==> config.mk <==
export PLATFORM = sky130hd
export DESIGN_NAME = mcac_pat
export DESIGN_NICKNAME = d
export VERILOG_FILES = /design/src/mcac_pkg.sv /design/src/mcac_pat.sv
export SDC_FILE = /design/constraint.sdc
export NUM_CORES = 2
export LEC_CHECK = 0
export CELL_PAD_IN_SITES_DETAIL_PLACEMENT = 0
export CELL_PAD_IN_SITES_GLOBAL_PLACEMENT = 1
export CORE_MARGIN = 2
export CORE_UTILIZATION = 25
export CTS_CLUSTER_DIAMETER = 100
export CTS_CLUSTER_SIZE = 30
export DETAILED_ROUTE_END_ITERATION = 8
export DONT_BUFFER_PORTS = 1
export GPL_TIMING_DRIVEN = 1
export PLACE_DENSITY_LB_ADDON = 0.1
export SYNTH_ARGS = -nofsm -noshare
export SYNTH_HDL_FRONTEND = slang
export SYNTH_SLANG_ARGS = --single-unit
==> constraint.sdc <==
create_clock -name clk -period 13.52 [get_ports clk]
set_input_delay 0.676 -clock clk [delete_from_list [all_inputs] [get_ports clk]]
set_output_delay 0.676 -clock clk [all_outputs]
set_load 0.05 [all_outputs]
==> src/mcac_pkg.sv <==
// Shared types and constants for the memory pattern checker.
package mcac_pkg;

  localparam int OP_W     = 2;
  localparam int OFF_W    = 37;
  localparam int WORD_W   = 64;
  localparam int RIDX_W   = 8;
  localparam int CNT_W    = 40;
  localparam int BKT_W    = 28;
  localparam int SNUM_W   = 9;
  localparam int WIN_W    = 9;
  localparam int HITS_W   = 6;
  localparam int BKT_AW   = 10;
  localparam int BLIM_W   = 8;

  localparam logic [OP_W-1:0] OP_GEN   = 2'd0;
  localparam logic [OP_W-1:0] OP_CHECK = 2'd1;
  localparam logic [OP_W-1:0] OP_READ  = 2'd2;
  localparam logic [OP_W-1:0] OP_CLEAR = 2'd3;

  // register select is byte address bit 2
  localparam logic REG_HIGH_MODE    = 1'b0;
  localparam logic REG_BUCKET_LIMIT = 1'b1;

  localparam logic [WORD_W-1:0] GOLDEN  = 64'h9E3779B97F4A7C15;
  localparam logic [31:0]       GOLD_LO = GOLDEN[31:0];
  localparam logic [31:0]       GOLD_HI = GOLDEN[63:32];
  localparam logic [WORD_W-1:0] MARK    = 64'h8000000000000000;

  localparam int GIB_SHIFT   = 30;
  localparam int ALIAS_SHIFT = 35;   // 32 GiB
  localparam int MOD4_BITS   = 32;   // 4 GiB
  // (x +/- 32 GiB) * GOLDEN differs from x * GOLDEN by this step
  localparam logic [WORD_W-1:0] ALIAS_STEP = GOLDEN << ALIAS_SHIFT;
  // (x +/- 32 GiB) >> 3 differs from x >> 3 by this step
  localparam logic [WORD_W-1:0] SHIFT_STEP = 64'd1 << (ALIAS_SHIFT - 3);

  localparam int NUM_CNT       = 8;   // total, six hypotheses, other
  localparam int FIRST_BKT_IDX = 8;
  localparam int FIRST_SAMPLES = 5;
  localparam int FIFO_DEPTH    = 8;
  localparam int FIFO_AW       = 3;

  typedef struct packed {
    logic [WORD_W-1:0] expected_word;
    logic              mismatch;
    logic [HITS_W-1:0] hypothesis_hits;
    logic              unmatched;
    logic              sample_taken;
    logic [SNUM_W-1:0] sample_number;
    logic [CNT_W-1:0]  counter_value;
  } out_item_t;

  typedef struct packed {
    logic              we;
    logic              clr;
    logic [BKT_AW-1:0] addr;
    logic [BKT_W-1:0]  data;
  } bkt_cmd_t;

endpackage

==> src/mcac_pat.sv <==
// Three-stage pattern generator: expected word and the three alias words.
module mcac_pat (
  input  logic                          clk,
  input  logic [mcac_pkg::OFF_W-1:0]    off_i,
  output logic [mcac_pkg::WORD_W-1:0]   exp_o,
  output logic [mcac_pkg::WORD_W-1:0]   minus_o,
  output logic [mcac_pkg::WORD_W-1:0]   plus_o,
  output logic [mcac_pkg::WORD_W-1:0]   mod4_o
);

  logic [63:0] pa_nxt, pa_r;
  logic [31:0] pb_nxt, pb_r, pc_nxt, pc_r;
  logic [mcac_pkg::OFF_W-1:0] off1_r, off2_r;
  logic [31:0] hi_sum;
  logic [63:0] pf_nxt, pf_r, pl_nxt, pl_r;
  logic [63:0] sh, sh_lo;
  logic [63:0] exp_nxt, minus_nxt, plus_nxt, mod4_nxt;

  // partial products of offset * GOLDEN, kept to 64 bits
  assign pa_nxt = off_i[31:0] * mcac_pkg::GOLD_LO;
  assign pb_nxt = 32'(off_i[31:0] * mcac_pkg::GOLD_HI);
  assign pc_nxt = 32'(off_i[mcac_pkg::OFF_W-1:32] * mcac_pkg::GOLD_LO);

  assign hi_sum = pb_r + pc_r;
  assign pf_nxt = pa_r + {hi_sum, 32'b0};
  assign pl_nxt = pa_r + {pb_r, 32'b0};

  assign sh    = 64'(off2_r >> 3);
  assign sh_lo = 64'(off2_r[mcac_pkg::MOD4_BITS-1:0] >> 3);

  always_comb begin
    exp_nxt  = pf_r ^ sh;
    mod4_nxt = pl_r ^ sh_lo;
    plus_nxt = (pf_r + mcac_pkg::ALIAS_STEP) ^ (sh + mcac_pkg::SHIFT_STEP);
    if (off2_r[mcac_pkg::OFF_W-1:mcac_pkg::ALIAS_SHIFT] != '0) begin
      minus_nxt = (pf_r - mcac_pkg::ALIAS_STEP) ^ (sh - mcac_pkg::SHIFT_STEP);
    end else begin
      minus_nxt = '1;
    end
  end

  always_ff @(posedge clk) begin
    pa_r    <= pa_nxt;
    pb_r    <= pb_nxt;
    pc_r    <= pc_nxt;
    off1_r  <= off_i;
    pf_r    <= pf_nxt;
    pl_r    <= pl_nxt;
    off2_r  <= off1_r;
    exp_o   <= exp_nxt;
    minus_o <= minus_nxt;
    plus_o  <= plus_nxt;
    mod4_o  <= mod4_nxt;
  end

endmodule

==> run metrics <==
Setup Viol. Count Final 0; Worst Path Required 14110 ps; commonest cells after routing, fill and taps aside inv_1 (812), ha_1 (630), fa_1 (619); Final #Nets 5335; GR Util met1 0.232; IO Port Bufs 0; multi-input logic area 0.0296 mm²; TritonCTS Buffers 36; DR vias 27044; Die Area 0.175 mm²; clock sinks 482; worst clock skew 56.1 ps; TritonCTS clock tree yes; synth unique cells 93; GR Util met3 0.0197; Post-CTS Resized 0; Critical Path Fanout Max 9; # fillers 18087; commonest non-fill, non-tap cell in the layout inv_1; Final Critical Period 7660 ps; Syn. warnings 0; compound-cell area share of the yosys netlist 0.0867; vias in the first global route 30121; DRT Pass-1 Iters 5; Die Width 418 µm; status complete, no violations; global route overflow 0; mux share of post-synthesis cell area 0.000700; Initial Utilization 0.251; register area 0.00965 mm²; Setup TNS 0 ps; DRC Markers 0; fin. max-slew vios 0; FMAX 131 MHz; CP Launch Type primary input; Worst EP arrival 8250 ps; row count 152; gp weighted congestion 0.934; root buffer cell clkbuf_16; Worst-Skew Late Latency 690 ps; largest net degree at the start of global routing 65; H-tree Lvls 2; Hold Path Class primary input to flip-flop; post-DP HPWL 137000 µm; Post-Syn Nets 5340; asr flop ratio synth 0; layout cell share with drive strength beyond 1 0.0422; global-route met2 utilization 0.316; Synth Area in XOR/XNOR 0.0663; post-synthesis cell count 4051; Setup Fix Bufs, Post-CTS 0; CTS max path bufs 3; number of I/O pins 294; via/cell ratio 4.28; Initial DRC Count 1194; Clk pin slew, worst setup/hold paths 120 ps; Core ar. 0.171 mm²; gr usage total 0.181; unrepaired setup endpoints after global routing false; GR peak layer met2; routed len/inst 24.9 µm; Hold-fix buffers, CTS 32; Worst slew margin 0.356; Final period util 0.567; Post-DRT Antenna Nets 0; Post-Synth Adder-Cell Area 0.473; Area Growth Syn to Fin 9.87%; type of the worst setup path primary input to flip-flop; Worst Tran Pin Value 966 ps; Die Y 418 µm; commonest register cell after synthesis dfxtp_1; main combinational cell family by area after synthesis adder cells; Total Routed Length 157000 µm; Syn Area/Cell 10.6 µm²; EDFF count, synth 0; reg2reg setup slack 8400 ps; Hold Fails Final Rpt 0; sequential area share after synthesis 0.225; Max Cap Viol 0; first-pass GRT wire length 224000 µm; Post-Syn Area 0.0429 mm²; simple-gate share of the synthesized area 0.0619; #FFs+latches synth 482; CP endpoint kind flip-flop; initial antenna violation count 5
worst paths after layout:
check,startpoint,depth (start not counted),endpoint
worst min register to register,pl_r[35],0,mod4_o[35]
worst min-delay path,off_i[4],0,off1_r[4]
worst max register to register,off1_r[1],21,pf_r[63]
worst max-delay path,off_i[9],25,pa_r[45]
flip-flops by register name, summed over array words and instances, names as in the netlist:
name     flops
exp_o       32
minus_o     64
mod4_o      64
off1_r      37
off2_r      34
pa_r        61
pb_r        29
pc_r        30
pf_r        64
pl_r        32
plus_o      35
layer usage:
layer	vias up	part of all wire
li1	12947	-
met1	13473	0.45
met2	503	0.49
met3	121	0.029
met4	0	0.034
met5	-	0
area by class of cell:
type | instances | share of cell area
diodes | 9 | 0.000478
clock buffers | 39 | 0.0198
clock inverters | 25 | 0.0121
inverters | 812 | 0.0647
multi-input cells | 2651 | 0.627
flip-flops and latches | 482 | 0.205
well taps | 2233 | 0.0593
repair buffers | 63 | 0.0117
cells by family (layout without fill, tap and decap cells):
kind of cell             count (synthesis)  after routing
AO/OA/AOI/OAI                          550            550
adder cells (fa/ha/maj)               1251           1251
multiplexers                             3              3
XOR/XNOR                               325            325
other                                    0              9
AND/OR/NAND/NOR                        522            522
flip-flops                             482            482
buffers and inverters                  918            939
cell usage after synthesis (40+ instances only):
cell type | n | share of area
dfxtp_1 | 482 | 0.22
buf_4 | 62 | 0.011
a21o_1 | 76 | 0.013
xnor2_1 | 210 | 0.043
o21ai_0 | 62 | 0.0072
nand2b_1 | 40 | 0.0058
nand3_1 | 42 | 0.0049
nor3_1 | 41 | 0.0048
xor2_1 | 115 | 0.023
nor2_1 | 125 | 0.011
a21oi_1 | 172 | 0.020
nand2_1 | 106 | 0.0093
inv_1 | 812 | 0.071
fa_1 | 619 | 0.29
ha_1 | 632 | 0.18
o21a_1 | 42 | 0.0073
worst max-delay path, cell delays in order:
cell and delay [ps]:
inv_1 90, fa_1 670, inv_1 110, ha_1 310
fa_1 550, inv_1 50, fa_1 410, inv_1 80
fa_1 450, fa_1 550, inv_1 50, fa_1 470
inv_1 50, fa_1 470, ha_1 410, nand2_1 140
nor3_1 460, o311ai_1 410, nand4_1 290, nand2_2 210
o211ai_1 480, a41oi_1 270, o21ai_0 230, a21oi_1 100
xnor2_1 230
stage by stage:
stage	instances	area, µm²	utilization	hold WS [ps]	worst slack, ps
6_report	6314	47100	0.276	64.3	5860
3_3_place_gp	6209	45300	0.265	310	5090
5_1_grt	6305	47100	0.276	33.6	5560
3_5_place_dp	6209	45300	0.265	312	5150
2_1_floorplan	4051	42900	-	310	6550
4_1_cts	6305	47100	0.276	10.7	5870
Power is left out: the tool's default activity adds up to more than one toggle a clock period on the data nets, which glitch-free logic cannot reach.
