==> src/mcac_pkg.sv <==
// Shared types and constants for the memory pattern checker.
package mcac_pkg;

  localparam int OP_W     = 2;
  localparam int OFF_W    = 37;
  localparam int WORD_W   = 64;
  localparam int RIDX_W   = 8;
  localparam int CNT_W    = 40;
  localparam int BKT_W    = 28;
  localparam int SNUM_W   = 9;
  localparam int WIN_W    = 9;
  localparam int HITS_W   = 6;
  localparam int BKT_AW   = 10;
  localparam int BLIM_W   = 8;

  localparam logic [OP_W-1:0] OP_GEN   = 2'd0;
  localparam logic [OP_W-1:0] OP_CHECK = 2'd1;
  localparam logic [OP_W-1:0] OP_READ  = 2'd2;
  localparam logic [OP_W-1:0] OP_CLEAR = 2'd3;

  // register select is byte address bit 2
  localparam logic REG_HIGH_MODE    = 1'b0;
  localparam logic REG_BUCKET_LIMIT = 1'b1;

  localparam logic [WORD_W-1:0] GOLDEN  = 64'h9E3779B97F4A7C15;
  localparam logic [31:0]       GOLD_LO = GOLDEN[31:0];
  localparam logic [31:0]       GOLD_HI = GOLDEN[63:32];
  localparam logic [WORD_W-1:0] MARK    = 64'h8000000000000000;

  localparam int GIB_SHIFT   = 30;
  localparam int ALIAS_SHIFT = 35;   // 32 GiB
  localparam int MOD4_BITS   = 32;   // 4 GiB
  // (x +/- 32 GiB) * GOLDEN differs from x * GOLDEN by this step
  localparam logic [WORD_W-1:0] ALIAS_STEP = GOLDEN << ALIAS_SHIFT;
  // (x +/- 32 GiB) >> 3 differs from x >> 3 by this step
  localparam logic [WORD_W-1:0] SHIFT_STEP = 64'd1 << (ALIAS_SHIFT - 3);

  localparam int NUM_CNT       = 8;   // total, six hypotheses, other
  localparam int FIRST_BKT_IDX = 8;
  localparam int FIRST_SAMPLES = 5;
  localparam int FIFO_DEPTH    = 8;
  localparam int FIFO_AW       = 3;

  typedef struct packed {
    logic [WORD_W-1:0] expected_word;
    logic              mismatch;
    logic [HITS_W-1:0] hypothesis_hits;
    logic              unmatched;
    logic              sample_taken;
    logic [SNUM_W-1:0] sample_number;
    logic [CNT_W-1:0]  counter_value;
  } out_item_t;

  typedef struct packed {
    logic              we;
    logic              clr;
    logic [BKT_AW-1:0] addr;
    logic [BKT_W-1:0]  data;
  } bkt_cmd_t;

endpackage

==> src/mcac_bkt.sv <==
// Bucket counter memory: synchronous read, valid bits, write-to-read bypass.
module mcac_bkt #(
  parameter int MAX_BUCKETS = 128
) (
  input  logic                         clk,
  input  logic                         rst_n,
  input  logic [mcac_pkg::BKT_AW-1:0]  rd_addr,
  input  mcac_pkg::bkt_cmd_t           cmd,
  output logic [mcac_pkg::BKT_W-1:0]   rd_data
);

  localparam int AW    = (MAX_BUCKETS > 1) ? $clog2(MAX_BUCKETS) : 1;
  localparam int DEPTH = 2 ** AW;

  logic [mcac_pkg::BKT_W-1:0] mem [DEPTH];
  logic [mcac_pkg::BKT_W-1:0] rd_q, byp_d_r;
  logic [AW-1:0]              raddr_q;
  logic [DEPTH-1:0]           vld_r, vld_nxt;
  logic                       byp_v_r, byp_v_nxt;

  always_ff @(posedge clk) begin
    if (cmd.we) begin
      mem[cmd.addr[AW-1:0]] <= cmd.data;
    end
    rd_q    <= mem[rd_addr[AW-1:0]];
    raddr_q <= rd_addr[AW-1:0];
    byp_d_r <= cmd.data;
  end

  always_comb begin
    vld_nxt = vld_r;
    if (cmd.clr) begin
      vld_nxt = '0;
    end else if (cmd.we) begin
      vld_nxt[cmd.addr[AW-1:0]] = 1'b1;
    end
    byp_v_nxt = cmd.we && (cmd.addr[AW-1:0] == rd_addr[AW-1:0]);
  end

  always_ff @(posedge clk) begin
    if (!rst_n) begin
      vld_r   <= '0;
      byp_v_r <= 1'b0;
    end else begin
      vld_r   <= vld_nxt;
      byp_v_r <= byp_v_nxt;
    end
  end

  assign rd_data = byp_v_r ? byp_d_r : (vld_r[raddr_q] ? rd_q : '0);

endmodule

==> config.mk <==
export PLATFORM = sky130hd
export DESIGN_NAME = mcac_bkt
export DESIGN_NICKNAME = d
export VERILOG_FILES = /design/src/mcac_pkg.sv /design/src/mcac_bkt.sv
export SDC_FILE = /design/constraint.sdc
export NUM_CORES = 2
export LEC_CHECK = 0
export ABC_AREA = 1
export ABC_CLOCK_PERIOD_IN_PS = 3250
export BUFFER_PORTS_ARGS = -buffer_cell sky130_fd_sc_hd__buf_2
export CORE_MARGIN = 4
export CORE_UTILIZATION = 30
export CTS_CLUSTER_SIZE = 24
export DETAILED_ROUTE_END_ITERATION = 6
export PLACE_DENSITY_LB_ADDON = 0.05
export SLEW_MARGIN = 20
export SYNTH_ARGS = -nofsm -noshare
export SYNTH_HDL_FRONTEND = slang
export SYNTH_SLANG_ARGS = --single-unit
export TNS_END_PERCENT = 5
==> constraint.sdc <==
create_clock -name clk -period 3.25 [get_ports clk]
set_clock_uncertainty 0.1 [all_clocks]
set_input_delay 0.325 -clock clk [delete_from_list [all_inputs] [get_ports clk]]
set_output_delay 0.325 -clock clk [all_outputs]
set_load 0.05 [all_outputs]
==> metrics.md <==
| Metric | Value |
|---|---|
| DP Wirelength | `about 330000 µm` |
| Final Power | `0.111 W` |
| Critical path data required time | `between 2 and 3 ns` |
| Yosys top cell by area | `edfxtp_1` |
| Die Y | `711 µm` |
| Share of layout cells above drive strength 1 | `0.130` |
| First drt pass iteration count | `5` |
| FF-to-FF path depth | `11` |
| Sink Count | `around 3800` |
| Synth area leaders | `edfxtp_1 (73%), o21ai_0 (5.9%), nor2_1 (5.4%)` |
| DRT Wirelength | `between 500000 and 600000 µm` |
| First-pass GRT wire length | `between 700000 and 800000 µm` |
| CTS tree | `yes` |
| WHS Path Cells | `2` |
| Post-synth top area share | `0.727` |
| Post-Syn Nets | `between 10000 and 15000` |
| Outcome | `finished, violations left` |
| Flop pwr share | `0.481` |
| GPL Wtd Cong | `around 0.80` |
| Worst setup startpoint | `raddr_q[0]$_DFF_P_` |
| Total grt overflow | `0` |
| Max-slew violations | `0` |
| Setup Viol. Count Final | `28` |
| Row count | `257` |
| Syn Area/Cell | `between 10 and 15 µm²` |
| H-tree depth | `5` |
| Max Used Layer | `met4` |
| GRT Total Usage | `0.213` |
| Syn Inst Count | `approximately 12000` |
| Least-Margin Pin Slew | `1.06 ns` |
| Mapped cell area | `around 0.15 mm²` |
| Initial core utilization | `0.302` |
| Leakage | `between 50 and 60 nW` |
| Crit path to | `rd_data[7]` |
| Cell Pwr Density | `about 620 mW/mm²` |
| RSZ-0062 raised after global routing | `true` |
| DIE AREA | `roughly 0.5 mm²` |
| DRC | `0` |
| Period utilization | `1.14` |
| CP max FO | `18` |
| Combinational share of power | `0.073` |
| Final layout net count | `between 10000 and 15000` |
| Clock root buffer | `clkbuf_16` |
| CTS clk-pin slew, worst paths | `approximately 0.06 ns` |
| Routed vias | `a little under 100k` |
| P&R area growth vs syn | `21.1%` |
| Clock share of power | `0.446` |
| Die extent in x | `~710 µm` |
| Fin Setup TNS | `-11.77 ns` |
| Slew Limit Headroom | `0.290` |
| Port bufs | `73` |
| Yosys reg bits | `3776` |
| Final ANT Viol Nets | `0` |
| Reg-to-Reg End | `rd_q[27]$_DFF_P_` |
| Worst R2R Start | `mem[94][27]$_DFFE_PP_` |
| Final Critical Period | `roughly 3.7 ns` |
| Number of vias per cell | `5.17` |
| WP data arrival | `3.28 ns` |
| Initial antenna violation count | `43` |
| Critical Path End Type | `output pin` |
| Util after Layout | `0.365` |
| IO Pins | `80` |
| Switching portion of total power | `0.237` |
| Setup slack after placement | `-0.284 ns` |
| Met3 WL | `26500 µm` |
| Int Power | `between 0.08 and 0.09 W` |
| CTS buffer count | `approximately 440` |
| Core outline area | `slightly below 0.5 mm²` |
| Largest net degree at the start of global routing | `94` |
| Initial DRC Count | `8533` |
| Synthesis Warnings | `0` |
| Hold crit path type | `in2reg` |
| Flop2flop setup slack | `0.82 ns` |
| Setup WS post-layout | `-0.456 ns` |
| Vias in the first global route | `about 96000` |
| Sequential cell area fraction in the yosys report | `0.753` |
| WS Path Type | `reg2out` |
| Failing checks | `negative setup slack` |
| Clk buf depth | `4` |
| WL per Instance | `around 29 µm` |
| Clk Latency, worst-skew pair | `between 1 and 1.5 ns` |
| Max cap viols | `0` |
| WL met1 | `260000 µm` |
| Hold Fails Final Rpt | `0` |
| Post-synth cell types | `25` |
| Max Freq | `between 0.2 and 0.3 GHz` |
| Worst setup SP type | `flip-flop` |
| Net Switching | `between 0.02 and 0.03 W` |
| Worst vdd ir | `0.503 mV` |
| Met2 WL | `253000 µm` |
## layout make-up
class / count / area [µm²]
fillers: 47059 / 312000
flip-flops and latches: 3776 / 111000
multi-input cells: 7054 / 33600
clock buffers: 576 / 11900
repair buffers: 852 / 11100
well taps: 6475 / 8100
clock inverters: 248 / 2540
inverters: 145 / 616
diodes: 25 / 62.6
## worst min path at each step
stage                                start                      to
global placement    vld_r[97]$_SDFFE_PP0P_  vld_r[97]$_SDFFE_PP0P_
finish                              cmd[2]      byp_d_r[2]$_DFF_P_
detailed placement  vld_r[77]$_SDFFE_PP0P_  vld_r[77]$_SDFFE_PP0P_
global route                        cmd[4]    mem[32][4]$_DFFE_PP_
CTS                                 cmd[2]      byp_d_r[2]$_DFF_P_
floorplan                           cmd[0]      byp_d_r[0]$_DFF_P_
## flip-flops by register name, summed over array words and instances (netlist names)
signal	cells
mem	3584
vld_r	128
byp_d_r	28
rd_q	28
raddr_q	7
byp_v_r	1
## power groups by stage
stage / logic [W] / registers (W) / clock network (W)
3_3_place_gp: 0.00788 / 0.0546 / 0
3_5_place_dp: 0.00792 / 0.0546 / 0
2_1_floorplan: 0.00340 / 0.0545 / 0
4_1_cts: 0.00818 / 0.0536 / 0.0510
5_1_grt: 0.00874 / 0.0536 / 0.0531
6_report: 0.00811 / 0.0536 / 0.0497
## stage by stage
| step | cells | cell area, µm² | hold WS (ns) |
|---|---|---|---|
| finish | 19151 | 179000 | 0.156 |
| CTS | 19116 | 179000 | 0.0616 |
| global placement | 18238 | 163000 | 0.349 |
| global route | 19130 | 179000 | 0.110 |
| floorplan | 11819 | 148000 | 0.253 |
| detailed placement | 18238 | 163000 | 0.358 |
## cells by family after synthesis
logic type | after synthesis | synth area share
xor+xnor | 2 | 0.000118
flops | 3776 | 0.753
buf+inv | 989 | 0.0297
compound gates | 2638 | 0.0963
simple gates | 4414 | 0.121
## synth_stat cells
library cell and n:
clkinv_1 2, a21oi_1 56, buf_6 39, buf_2 97
buf_8 1, inv_6 1, o21ai_0 1737, clkbuf_1 554
nand2_1 1183, inv_2 3, nor2_1 2122, nand3_1 1096
edfxtp_1 3584, o22ai_1 843, nor3_1 9, nand3_2 2
buf_4 68, nor4_1 1, inv_1 139, dfxtp_1 192
or2_2 1, xnor2_1 1, xor2_1 1, buf_1 85
o2111ai_1 2
## critical path, cell delays in order (launching register included)
cell and delay (ns):
dfxtp_4 0.38, buf_12 0.17, clkbuf_16 0.21, nand2_1 0.08
nand3_2 0.08, nand3_2 0.08, nand3_2 0.09, nand2_1 0.06
o21ai_1 0.13, nand2_1 0.11, nand3_4 0.17, buf_16 0.25
nand3_4 0.13, nand2_8 0.13, buf_8 0.16
## layout by cell type (no fill, tap or decap), types with 4 or more instances in the layout
master         Yosys  routed
a21oi_1           56      56
buf_12             0     326
buf_16             0       4
buf_2             97      11
buf_4             68     395
buf_6             39      46
buf_8              1      17
bufinv_16          0      45
clkbuf_1         554     109
clkbuf_16          0     453
clkbuf_8           0      20
clkinv_1           2      91
clkinv_16          0       6
clkinv_2           0      87
clkinvlp_4         0       5
dfxtp_1          192     189
diode_2            0      25
dlygate4sd3_1      0      46
edfxtp_1        3584    3584
inv_1            139     126
inv_16             0       6
inv_2              3       9
inv_6              1      10
inv_8              0       4
nand2_1         1183    1158
nand2_2            0      16
nand2_4            0       8
nand3_1         1096    1062
nand3_2            2      23
nand3_4            0      13
nor2_1          2122    1994
nor2_4             0     128
nor3_1             9       9
o21ai_0         1737    1736
o22ai_1          843     843
## metal layers
layer  track usage  vias to the layer above
li1              -                    44304
met1         0.310                    51539
met2         0.339                     2505
met3        0.0248                      665
met4        0.0533                        0
met5             0                        -
## timing repair
item,4_1_cts,5_1_grt
pin swaps,18,14
hold endpoints to repair,2946,0
cloned,3,7
setup endpoints to repair,28,28
setup buffers,5,3
hold buffers,46,0
gates resized for setup,146,39
No activity file was read; power rests on OpenSTA's default activity.
